$ cat src/hdl/pcpri_pkg.sv
// Shared types and codes of the paced request issuer.
package pcpri_pkg;

   // Request kinds.
   localparam logic [1:0] KIND_GWRITE = 2'd0;
   localparam logic [1:0] KIND_MAC    = 2'd1;
   localparam logic [1:0] KIND_READ   = 2'd2;

   // Configuration register indexes.
   localparam logic [2:0] CSR_MAC_INTERVAL = 3'd0;
   localparam logic [2:0] CSR_IO_INTERVAL  = 3'd1;
   localparam logic [2:0] CSR_CLOCK_PERIOD = 3'd2;
   localparam logic [2:0] CSR_READ_LATENCY = 3'd3;
   localparam logic [2:0] CSR_WAVE_0       = 3'd4;
   localparam logic [2:0] CSR_WAVE_1       = 3'd5;
   localparam logic [2:0] CSR_WAVE_2       = 3'd6;

   localparam int DIV_STEPS = 25;
   localparam int MUL_STEPS = 16;

   // One buffered request.
   typedef struct packed {
      logic [1:0]  kind;
      logic [3:0]  chan;
      logic [15:0] tag;
   } entry_type;

   // Status of an iterative arithmetic unit.
   typedef struct packed {
      logic busy;
      logic done;
   } unit_status_type;

endpackage

$ cat src/hdl/pcpri_div.sv
// Restoring divider for the ceiling of interval over clock period.
module pcpri_div (
   input  logic                      clock,
   input  logic                      reset,
   input  logic                      start,
   input  logic [24:0]               dividend,
   input  logic [15:0]               divisor,
   output pcpri_pkg::unit_status_type status,
   output logic [24:0]               quotient
);

   logic [24:0] dvd_ff;
   logic [15:0] dvs_ff;
   logic [15:0] rem_ff;
   logic [4:0]  cnt_ff;
   logic        busy_ff;
   logic        done_ff;
   logic [16:0] rem_sh;
   logic        qbit;
   logic [16:0] rem_sub;

   // Trial subtraction for the next quotient bit.
   always_comb begin
      rem_sh  = {rem_ff, dvd_ff[24]};
      qbit    = rem_sh >= {1'b0, dvs_ff};
      rem_sub = rem_sh - {1'b0, dvs_ff};
   end

   always_ff @(posedge clock) begin
      if (reset) begin
         busy_ff <= 1'b0;
         done_ff <= 1'b0;
         cnt_ff  <= '0;
      end else begin
         done_ff <= 1'b0;
         if (start) begin
            busy_ff <= 1'b1;
            cnt_ff  <= '0;
            dvd_ff  <= dividend;
            dvs_ff  <= divisor;
            rem_ff  <= '0;
         end else if (busy_ff) begin
            rem_ff <= qbit ? rem_sub[15:0] : rem_sh[15:0];
            dvd_ff <= {dvd_ff[23:0], qbit};
            cnt_ff <= cnt_ff + 5'd1;
            if (cnt_ff == 5'(pcpri_pkg::DIV_STEPS - 1)) begin
               busy_ff <= 1'b0;
               done_ff <= 1'b1;
            end
         end
      end
   end

   assign quotient    = dvd_ff;
   assign status.busy = busy_ff;
   assign status.done = done_ff;

endmodule

$ cat config.mk
export PLATFORM = sky130hd
export DESIGN_NAME = pcpri_div
export DESIGN_NICKNAME = d
export VERILOG_FILES = /design/src/hdl/pcpri_pkg.sv /design/src/hdl/pcpri_div.sv
export SDC_FILE = /design/constraint.sdc
export NUM_CORES = 1
export LEC_CHECK = 0
export BUFFER_PORTS_ARGS = -buffer_cell sky130_fd_sc_hd__buf_2
export CORE_ASPECT_RATIO = 0.7
export CORE_MARGIN = 4
export CORE_UTILIZATION = 55
export CTS_CLUSTER_DIAMETER = 100
export DETAILED_ROUTE_END_ITERATION = 6
export PLACE_DENSITY = 0.8
export SYNTH_ARGS = -nofsm -noshare
export SYNTH_HDL_FRONTEND = slang
export SYNTH_SLANG_ARGS = --single-unit
$ cat constraint.sdc
create_clock -name clock -period 4.3 [get_ports clock]
set_clock_uncertainty 0.1 [all_clocks]
set_input_delay 0.215 -clock clock [delete_from_list [all_inputs] [get_ports clock]]
set_output_delay 0.215 -clock clock [all_outputs]
set_load 0.01 [all_outputs]
==> impl_metrics.tcl <==
set metrics [dict create \
    wl_per_cell_um 16.1 \
    synth-seq-area-share 0.524 \
    status "finished clean" \
    synth_top_flop_cell "edfxtp_1" \
    finalSetupTns_ns 0 \
    clkPwrFrac 0.319 \
    gr-usage-met1 0.260 \
    drive_gt1_frac 0.314 \
    drv_slew 0 \
    synth_area_mm2 0.00354 \
    post_cts_buffers 0 \
    final_hold_viol_count 0 \
    finalSetupViolCount 0 \
    hp-class "input port to flip-flop" \
    area_delta_synth_final_pct 21.8 \
    post-route-period-util 0.784 \
    fill_cells 489 \
    clock_latency_ns 0.35 \
    rows 24 \
    reg2regPathDepth 7 \
    fin_crit_ns 3.37 \
    routed_wl_um 7550 \
    cp_max_fo 27 \
    critPathTopFamily "simple AND/OR/NAND/NOR gates" \
    fin_nets 450 \
    syn_inst 301 \
    relSlewSlack 0.195 \
    start_util 0.566 \
    crit_slowest_cell "a32oi_4" \
    rsz0062_at_grt "no" \
    num_vias 2637 \
    swShare 0.292 \
    avgSynthCellArea_um2 11.8 \
    ioPinCount 71 \
    cp.required_ns 4.28 \
    switchingPower_mw 0.498 \
    crit_path_max_incr_delay_ns 0.77 \
    holdCritStartpoint "dividend[0]" \
    core_mm2 0.00625 \
    r2r_slack_ns 0.93 \
    dpl.hpwl_um 5180 \
    ir_drop_mv 0.274 \
    hold_end "quotient[0]" \
    finish.instance_area_mm2 0.00431 \
    use_met2 0.316 \
    cts_sinks 64 \
    cp-start-kind "flip-flop" \
    overflow 0 \
    dpl-instance-area_mm2 0.00393 \
    dr.pass1.iters 5 \
    p_per_area_mw_per_mm2 396 \
    grt_max_degree 44 \
    crit_chain "ha_1, nand4_1, or4_1, and3_4, a32oi_4, mux2i_1, nor2_1" \
    grt_pass1_wl_um 12100 \
    ys_ff_latch 64 \
    cap_violations 0 \
    r2r_start "rem_ff[9]" \
    grt_use_total 0.201 \
    ys_types 54 \
    critPathKind "flip-flop to flip-flop" \
    vias_per_cell 5.61 \
    syn_nets 364 \
    synth_edf_count 57 \
    antenna_found_initial 0 \
    grt_use_met3 0.0608 \
    cts_tree "built" \
    clkTransAtPathRegs_ns 0.08 \
    yosysWarnings 0 \
    r2r_end "rem_ff[4]" \
    combPwrFrac 0.235 \
    worstMarginPinSlew_ns 1.20 \
    grt_pass1_vias 2535 \
    route.detailed.drc 0 \
    arrival_ns 3.35 \
    cts-htree-levels 3 \
    die_y_um 75.1 \
    hold_ws_ns 0.0550 \
    gp_congestion 0.828 \
    postRouteAntennaNets 0 \
    endpoint_kind "flip-flop" \
    async_reset_ff_frac 0 \
    p_int_mw 1.21 \
    pwr-share-seq 0.446 \
    p_leak_nw 1.78 \
    die_x_um 104 \
    fmax_ghz 0.297 \
    diodes 0 \
    port_buffers 70 \
    top_usage_layer "met2" \
    cts_buffers 9 \
    cts-root-buf "clkbuf_8" \
    whs_path_depth 3 \
    drt_iter0_drc 169 \
    power_mw 1.70 \
    cts_buffer_depth 2 \
    die-area_mm2 0.00780 \
    crit_buf_inv 0 \
]
kinds of logic (layout without fill, tap and decap cells):
logic type | count (synthesis) | after routing | share of synthesized area
AO/OA/AOI/OAI | 57 | 57 | 0.114
XOR/XNOR | 10 | 10 | 0.0248
adder cells (fa/ha/maj) | 19 | 19 | 0.0693
buffers and inverters | 39 | 130 | 0.0481
flip-flops | 64 | 64 | 0.524
multiplexers | 33 | 33 | 0.103
AND/OR/NAND/NOR | 79 | 79 | 0.117
tightest hold or removal path, stage by stage:
cell	delay [ns]
buf_2	0.08
nand2_1	0.04
nand2_1	0.06
sequential cells by signal, indices dropped and copies added, names as in the netlist:
name,cells
busy_ff,1
dvs_ff,16
done_ff,1
quotient,25
rem_ff,16
cnt_ff,5
Yosys cell counts, types with 5 or more instances:
master | n | share of area
edfxtp_1 | 57 | 0.48
mux2_2 | 26 | 0.083
nor2_1 | 26 | 0.028
inv_1 | 25 | 0.027
ha_1 | 18 | 0.064
a21oi_1 | 16 | 0.023
nand2_1 | 12 | 0.013
clkbuf_1 | 8 | 0.0085
dfxtp_1 | 7 | 0.040
mux2i_1 | 7 | 0.020
nand2b_1 | 7 | 0.012
nand4_1 | 7 | 0.012
nand3_1 | 5 | 0.0071
o21ai_0 | 5 | 0.0071
xnor2_1 | 5 | 0.012
xor2_1 | 5 | 0.012
per-stage QoR:
stage | setup WS [ns] | std cells | util
floorplan | 1.22 | 301 | -
global placement | 1.14 | 437 | 0.629
detailed placement | 0.995 | 437 | 0.629
CTS | 0.974 | 470 | 0.690
global route | 0.736 | 470 | 0.690
finish | 0.928 | 470 | 0.690
cell type report:
cell class | instances | area (um2) | share of cell area
sequential | 64 | 1850 | 0.430
tap | 78 | 97.6 | 0.0227
inverter | 25 | 93.8 | 0.0218
clock inverter | 6 | 67.6 | 0.0157
multi-input combinational | 198 | 1520 | 0.354
timing repair buffer | 89 | 536 | 0.124
clock buffer | 10 | 138 | 0.0320
per-layer routing:
metal,vias up,share of wire
met5,-,0
met4,0,0.017
met3,16,0.058
met2,97,0.47
met1,1237,0.45
li1,1287,-
repair_timing:
action                     4_1_cts  5_1_grt
hold endpoints to repair        17        0
hold buffers                    17        0
resized for setup                0        0
setup endpoints to repair        0        0
worst max-delay path by stage:
stage | start | to | cells after the start
after floorplan | start | quotient[0] | 4
after global placement | rem_ff[9] | rem_ff[4] | 7
after detailed placement | rem_ff[9] | rem_ff[4] | 7
after CTS | rem_ff[9] | rem_ff[3] | 7
after global routing | rem_ff[9] | rem_ff[5] | 7
final | rem_ff[9] | rem_ff[4] | 7
power groups by stage:
stage | sequential (mW) | clock [mW] | combinational [mW]
after floorplan | 0.776 | 0 | 0.291
after global placement | 0.771 | 0 | 0.371
after detailed placement | 0.774 | 0 | 0.384
after CTS | 0.760 | 0.552 | 0.398
after global routing | 0.765 | 0.584 | 0.445
final | 0.760 | 0.543 | 0.400
layout by cell type, fill, tap and decap left out, drive strengths merged, types with 2 or more instances in the layout:
cell type    Yosys  routed
a211oi           4       4
a21boi           2       2
a21o             4       4
a21oi           16      16
a22oi            2       2
a31oi            4       4
and3             3       3
and4             3       3
buf              6      72
clkbuf           8      10
clkinv           0       2
clkinvlp         0       2
dfxtp            7       7
dlygate4sd3      0      17
edfxtp          57      57
ha              18      18
inv             25      26
mux2            26      26
mux2i            7       7
nand2           13      13
nand2b           7       7
nand3            5       5
nand4            7       7
nor2            26      26
nor2b            4       4
nor3             2       2
o2111ai          2       2
o21a             3       3
o21ai            8       8
o32ai            2       2
or3              2       2
xnor2            5       5
xor2             5       5
Note: power is estimated with default switching activity, not from simulation.
