<file path="config.mk">
export PLATFORM = sky130hd
export DESIGN_NAME = pcpri_mul
export DESIGN_NICKNAME = d
export VERILOG_FILES = /design/src/hdl/pcpri_pkg.sv /design/src/hdl/pcpri_mul.sv
export SDC_FILE = /design/constraint.sdc
export NUM_CORES = 1
export LEC_CHECK = 0
export BUFFER_PORTS_ARGS = -buffer_cell sky130_fd_sc_hd__buf_2
export CAP_MARGIN = 20
export CORE_AREA = 2 2 153 125
export CTS_CLUSTER_DIAMETER = 200
export DETAILED_ROUTE_END_ITERATION = 10
export DIE_AREA = 0 0 155 127
export PLACE_DENSITY = 0.76
export SETUP_SLACK_MARGIN = 0.1
export SYNTH_ARGS = -nofsm -noshare
export SYNTH_HDL_FRONTEND = slang
export SYNTH_SLANG_ARGS = --single-unit
</file>
<file path="constraint.sdc">
create_clock -name clock -period 12.62 [get_ports clock]
set_input_delay 0 -clock clock [delete_from_list [all_inputs] [get_ports clock]]
set_output_delay 0 -clock clock [all_outputs]
set_load 0.01 [all_outputs]
</file>
<file path="src/hdl/pcpri_pkg.sv">
// Shared types and codes of the paced request issuer.
package pcpri_pkg;

   // Request kinds.
   localparam logic [1:0] KIND_GWRITE = 2'd0;
   localparam logic [1:0] KIND_MAC    = 2'd1;
   localparam logic [1:0] KIND_READ   = 2'd2;

   // Configuration register indexes.
   localparam logic [2:0] CSR_MAC_INTERVAL = 3'd0;
   localparam logic [2:0] CSR_IO_INTERVAL  = 3'd1;
   localparam logic [2:0] CSR_CLOCK_PERIOD = 3'd2;
   localparam logic [2:0] CSR_READ_LATENCY = 3'd3;
   localparam logic [2:0] CSR_WAVE_0       = 3'd4;
   localparam logic [2:0] CSR_WAVE_1       = 3'd5;
   localparam logic [2:0] CSR_WAVE_2       = 3'd6;

   localparam int DIV_STEPS = 25;
   localparam int MUL_STEPS = 16;

   // One buffered request.
   typedef struct packed {
      logic [1:0]  kind;
      logic [3:0]  chan;
      logic [15:0] tag;
   } entry_type;

   // Status of an iterative arithmetic unit.
   typedef struct packed {
      logic busy;
      logic done;
   } unit_status_type;

endpackage

</file>
<file path="src/hdl/pcpri_mul.sv">
// Shift-and-add multiplier: 48-bit cycle count by 16-bit clock period.
module pcpri_mul (
   input  logic                      clock,
   input  logic                      reset,
   input  logic                      start,
   input  logic [47:0]               mcand,
   input  logic [15:0]               mplier,
   output pcpri_pkg::unit_status_type status,
   output logic [63:0]               product
);

   logic [63:0] mcand_ff;
   logic [15:0] mplier_ff;
   logic [63:0] acc_ff;
   logic [4:0]  cnt_ff;
   logic        busy_ff;
   logic        done_ff;

   // One multiplier bit per cycle.
   always_ff @(posedge clock) begin
      if (reset) begin
         busy_ff <= 1'b0;
         done_ff <= 1'b0;
         cnt_ff  <= '0;
      end else begin
         done_ff <= 1'b0;
         if (start) begin
            busy_ff   <= 1'b1;
            cnt_ff    <= '0;
            mcand_ff  <= {16'd0, mcand};
            mplier_ff <= mplier;
            acc_ff    <= '0;
         end else if (busy_ff) begin
            if (mplier_ff[0]) begin
               acc_ff <= acc_ff + mcand_ff;
            end
            mcand_ff  <= {mcand_ff[62:0], 1'b0};
            mplier_ff <= {1'b0, mplier_ff[15:1]};
            cnt_ff    <= cnt_ff + 5'd1;
            if (cnt_ff == 5'(pcpri_pkg::MUL_STEPS - 1)) begin
               busy_ff <= 1'b0;
               done_ff <= 1'b1;
            end
         end
      end
   end

   assign product     = acc_ff;
   assign status.busy = busy_ff;
   assign status.done = done_ff;

endmodule

</file>
==> results of run 1 <==
## Yosys cell counts, drive strengths merged, types with 3 or more instances
cell | count | share of area
a21oi | 93 | 0.047
xor2 | 23 | 0.021
or2 | 5 | 0.0032
o21a | 8 | 0.0061
o221ai | 4 | 0.0036
and3 | 6 | 0.0038
nor2b | 27 | 0.017
nand3 | 8 | 0.0041
a221oi | 4 | 0.0042
a211oi | 7 | 0.0054
o21ai | 47 | 0.025
a21boi | 5 | 0.0038
nand3b | 3 | 0.0023
o21bai | 11 | 0.0084
nor4 | 7 | 0.0051
clkbuf | 26 | 0.010
buf | 18 | 0.0093
a311o | 3 | 0.0031
nor2 | 121 | 0.046
o211ai | 5 | 0.0038
nor3 | 16 | 0.0087
dfxtp | 7 | 0.014
a31oi | 5 | 0.0032
and2 | 3 | 0.0019
or3 | 4 | 0.0026
o31ai | 10 | 0.0077
inv | 17 | 0.0065
xnor2 | 33 | 0.029
edfxtp | 144 | 0.44
nand2b | 4 | 0.0026
nand2 | 76 | 0.029
mux2 | 64 | 0.074
ha | 65 | 0.083
a21o | 25 | 0.019
nand4 | 24 | 0.015
## registers in the layout, summed over array words and instances, names as in the netlist
signal	count
busy_ff	1
mcand_ff	64
mplier_ff	16
product	64
cnt_ff	5
done_ff	1
## cell families (layout without fill, tap and decap cells)
family | count (synthesis) | count (layout) | share of synthesized area
flops | 151 | 151 | 0.455
simple gates | 313 | 313 | 0.151
xor+xnor | 56 | 56 | 0.0500
mux | 65 | 65 | 0.0745
fa+ha+maj | 66 | 66 | 0.0850
buf+inv | 61 | 250 | 0.0258
compound gates | 244 | 244 | 0.158
## area by class of cell
type,count,share of cell area
Timing Repair Buffer,201,0.114
Multi-Input combinational cell,744,0.431
Tap cell,230,0.0243
Inverter,17,0.00539
Sequential cell,151,0.377
Clock inverter,15,0.0121
Clock buffer,17,0.0360
## power groups by stage
stage | Combinational (mW) | Sequential [mW] | Clock, mW
after floorplan | 0.301 | 0.642 | 0
after global placement | 0.417 | 0.634 | 0
after detailed placement | 0.420 | 0.637 | 0
after CTS | 0.439 | 0.626 | 0.502
after global routing | 0.491 | 0.630 | 0.520
final | 0.447 | 0.626 | 0.498
## critical path, stage by stage (launching register included)
cell and delay [ns]:
edfxtp_1 0.41, ha_1 0.38, a21oi_1 0.31, o31ai_1 0.14, a21oi_1 0.26, nor3_2 0.06, a21oi_1 0.47, o21ai_2 0.18
a31oi_1 0.47, mux2_1 0.37, a2111o_1 0.38
## path summary, 6_finish.rpt
kind                               endpoint  slack (ns)  depth (start not counted)
worst max-delay path            product[57]        8.94                         10
worst min-delay path            product[58]        0.10                          2
worst max register to register  product[57]        8.94                         10
worst min register to register    cnt_ff[4]        0.49                          2
## metal layers
| layer | part of all wire | routed length [um] |
|---|---|---|
| met4 | 0.022 | 548 |
| met1 | 0.47 | 11700 |
| met3 | 0.067 | 1690 |
| met5 | 0 | 0 |
| met2 | 0.45 | 11200 |
## per-stage QoR
stage / cell area, sq um / std cells / total power [mW] / worst slack, ns / hold slack, ns
after detailed placement: 10600 / 1278 / 1.06 / 9.08 / 0.287
final: 11800 / 1375 / 1.57 / 8.94 / 0.103
after floorplan: 9800 / 956 / 0.942 / 7.86 / 0.0793
after CTS: 11800 / 1375 / 1.57 / 9.06 / 0.100
after global routing: 11800 / 1375 / 1.64 / 8.81 / 0.144
after global placement: 10600 / 1278 / 1.05 / 9.16 / 0.277
==> results.ini, run 1 <==
[cells_and_area]
antenna_cells=0
fin_util=0.657
area_growth_pct=20.7
multi_input_area_sq_um=5100
regArea_sq_um=4460
final_common_cell=edfxtp_1
drive_gt1_frac=0.214
nets=1265
nFillCells=1445
layout_common_cells=edfxtp_1, buf_2, nor2_1

[power]
p_sw_frac=0.325
comb_power_share=0.285
leakage_nw=4.67
power.density_nw_per_um2=133
vdd_ir_drop_max_uv=92.8
power_switching_mw=0.510
clkPwrFrac=0.317
power_frac_seq=0.398
p_int_mw=1.06

[outcome]
outcome=complete, no violations

[grt]
grt_pass1_wl_um=40000
grt_max_degree=65
grtUsageMet1=0.357
grt_util_all_layers=0.257
grt_busiest_layer=met2
grt_overflow=0
globalRouteMet3Util=0.0560
antenna_found_initial=0
grt_util_met2=0.404
grt_pass1_vias=7935

[sta]
fin_crit_sh=0.292
timing.final.crit_period_ns=3.68
tightest_slew_ns=0.952
setup_tns_ns=0
setup_viol_count_final=0
max_freq_ghz=0.272
slew_headroom=0.364
hold_viol_final=0
final.setup_skew_ns=0.0121
rsz0062_at_grt=no
drv_slew=0

[clock_network]
cts_resized=0
clock_sinks=151
clock_latency_ns=0.44
clock_path_buffers=2
cts_tree=built
cts_max_level=4
path_clk_slew_ns=0.06
post_cts_buffers=0
cts_buffers=17
cts_root_buf=clkbuf_16
cts_hold_buf=65

[die]
pin_count=133
die_w_um=155
row_count=44
initial_utilization=0.545
core_sq_um=18000
dieArea_sq_um=19700
die_y_um=127

[synthesis]
syn_avg_cell_area_sq_um=10.3
synth_cell_types=69
synth_edf_count=144
yosys_warnings=0
ys.flop_type=edfxtp_1
ys_seq_area_frac=0.455
syn_inst=956
synth.net_count=1089
ys_ff_latch=151
async_flop_share=0
netlist_area_sq_um=9800

[route]
avgViaCountPerCell=5.94
wl_per_cell_um=18.2
drc_errors=0
antenna_left=0
first_pass_iters=6
initialDrtViolationCount=656
num_vias=8170
routed_wl_um=25100

[min_path]
min_from=start
hp-class=in2reg

[critical_path]
crit_start=mcand_ff[20]
cp.arrival_ns=3.86
startpoint_type=flip-flop
required_ns=12.80
critPathKind=reg2reg
r2r-start=mcand_ff[20]
end_kind=flip-flop
critPathMaxFanout=5

[placed_design]
place.gp.congestion=0.947
io_buffers=132
place_hpwl_um=17800

[flow_run]
cap_violations=0

No activity file was read; power rests on OpenSTA's default activity.
==> run 2: changes to the inputs <==
Clock period 12.62 ns to 3.5 ns, I/O delays scaled along.
==> results.ini, run 2 (synthesis results as in run 1) <==
[critical_path]
crit_chain=ha_1, fa_1, a21o_1, a221oi_4, o21ai_2, and3_1, o21ai_2, a2111o_1, a211oi_1, o21a_1, nor3_1  ; was ha_1, a21oi_1, o31ai_1, a21oi_1, nor3_2, a21oi_1, o21ai_2, a31oi_1, mux2_1, a2111o_1
startpoint_type=flip-flop  ; unchanged
critPathMaxFanout=4  ; was 5
slowest_delay_ns=0.42  ; was 0.47 ns
crit_path_frequent_cell=o21ai_2  ; was a21oi_1
critPathKind=reg2reg  ; unchanged
crit_start=product[0]  ; was mcand_ff[20]
end_kind=flip-flop  ; unchanged
required_ns=3.73  ; was 12.80 ns
r2r-start=product[0]  ; was mcand_ff[20]
critPathSlowestCell=fa_1  ; was a21oi_1
cp.arrival_ns=3.46  ; was 3.86 ns

[cells_and_area]
antenna_cells=0  ; unchanged
nFillCells=1407  ; was 1445
area_growth_pct=22.4  ; was 20.7%
drive_gt1_frac=0.230  ; was 0.214
nets=1280  ; was 1265
layout_common_cells=edfxtp_1, buf_2, nor2_1  ; unchanged
final_common_cell=edfxtp_1  ; unchanged

[route]
avgViaCountPerCell=5.92  ; was 5.94
num_vias=8231  ; was 8170
wl_per_cell_um=18.2  ; about the same
first_pass_iters=5  ; was 6
drc_errors=0  ; unchanged
antenna_left=0  ; unchanged
routed_wl_um=25300  ; was 25100 um
initialDrtViolationCount=741  ; was 656

[sta]
fin_crit_sh=0.923  ; was 0.292
slew_headroom=0.596  ; was 0.364
max_freq_ghz=0.309  ; was 0.272 GHz
fin_hold_ws_ns=0.142  ; was 0.103 ns
setup_viol_count_final=0  ; unchanged
hold_viol_final=0  ; unchanged
timing.final.crit_period_ns=3.23  ; was 3.68 ns
drv_slew=0  ; unchanged
setup_tns_ns=0  ; unchanged
final.setup_skew_ns=0.0166  ; was 0.0121 ns
tightest_slew_ns=0.607  ; was 0.952 ns
rsz0062_at_grt=no  ; unchanged

[clock_network]
path_clk_slew_ns=0.07  ; was 0.06 ns
cts_root_buf=clkbuf_16  ; unchanged
cts_tree=built  ; unchanged
cts_max_level=4  ; unchanged
post_cts_buffers=0  ; unchanged
cts_buffers=17  ; unchanged
clock_latency_ns=0.44  ; about the same
clock_sinks=151  ; unchanged
clock_path_buffers=2  ; unchanged

[grt]
grt_pass1_vias=8039  ; was 7935
antenna_found_initial=0  ; unchanged
grt_pass1_wl_um=40800  ; was 40000 um
grt_util_all_layers=0.262  ; was 0.257
grt_max_degree=57  ; was 65
grt_overflow=0  ; unchanged

[outcome]
outcome=complete, no violations  ; unchanged

[die]
die_y_um=127  ; unchanged
core_sq_um=18000  ; unchanged
row_count=44  ; unchanged
dieArea_sq_um=19700  ; unchanged
pin_count=133  ; unchanged
die_w_um=155  ; unchanged
initial_utilization=0.545  ; unchanged

[placed_design]
place.gp.congestion=0.921  ; was 0.947
io_buffers=132  ; unchanged
place_hpwl_um=18200  ; was 17800 um

[power]
power.density_nw_per_um2=476  ; was 133 nW/um^2
vdd_ir_drop_max_uv=252  ; was 92.8 uV
leakage_nw=4.76  ; was 4.67 nW

[flow_run]
cap_violations=0  ; unchanged

[min_path]
min_from=start  ; unchanged
hp-class=in2reg  ; unchanged

run 2: repair_timing:
item	CTS	global route
endpoints found under the setup margin	0	16
hold endpoints to repair	65	0
hold buffers	65	0
gates resized for setup	0	8
run 2: worst paths after layout:
check / end / slack (ns) / cells past startpoint
hold reg to reg: cnt_ff[4] / 0.49 / 2
setup reg to reg: product[56] / 0.27 / 11
setup / recovery: product[56] / 0.27 / 11
hold / removal: mcand_ff[58] / 0.14 / 2
run 2: through the flow:
step                total power, mW  area, sq um  worst slack, ns  instances  utilization
floorplan                      3.39         9810            0.415        956            -
global placement               3.83        10700            0.255       1293        0.597
detailed placement             3.85        10700            0.171       1293        0.597
CTS                            5.70        12000            0.135       1390        0.664
global route                   5.99        12000            0.105       1390        0.666
finish                         5.72        12000            0.268       1390        0.666
run 2: cell type report:
type                       instances  area [sq um]  share of cell area
clock buffer                      18           429              0.0358
multi-input combinational        744          5140               0.429
sequential                       151          4460               0.372
tap                              230           288              0.0240
inverter                          17          63.8             0.00532
clock inverter                    14           129              0.0107
timing repair buffer             216          1480               0.123
run 2: per-layer routing:
metal | GRT usage | part of all wire
met1 | 0.373 | 0.46
met2 | 0.409 | 0.45
met3 | 0.0512 | 0.074
met4 | 0.0790 | 0.017
met5 | 0 | 0
run 2: power breakdown:
part	switching (mW)	internal [mW]
clock network	0.853	0.947
logic	0.968	0.687
registers	0.0844	2.18
run 2: worst max-delay path, delay by kind of cell (launching register included):
family / cells / cell delay [ns]
simple gates: 2 / 0.45
flops: 1 / 0.40
fa+ha+maj: 2 / 0.69
compound gates: 7 / 1.50
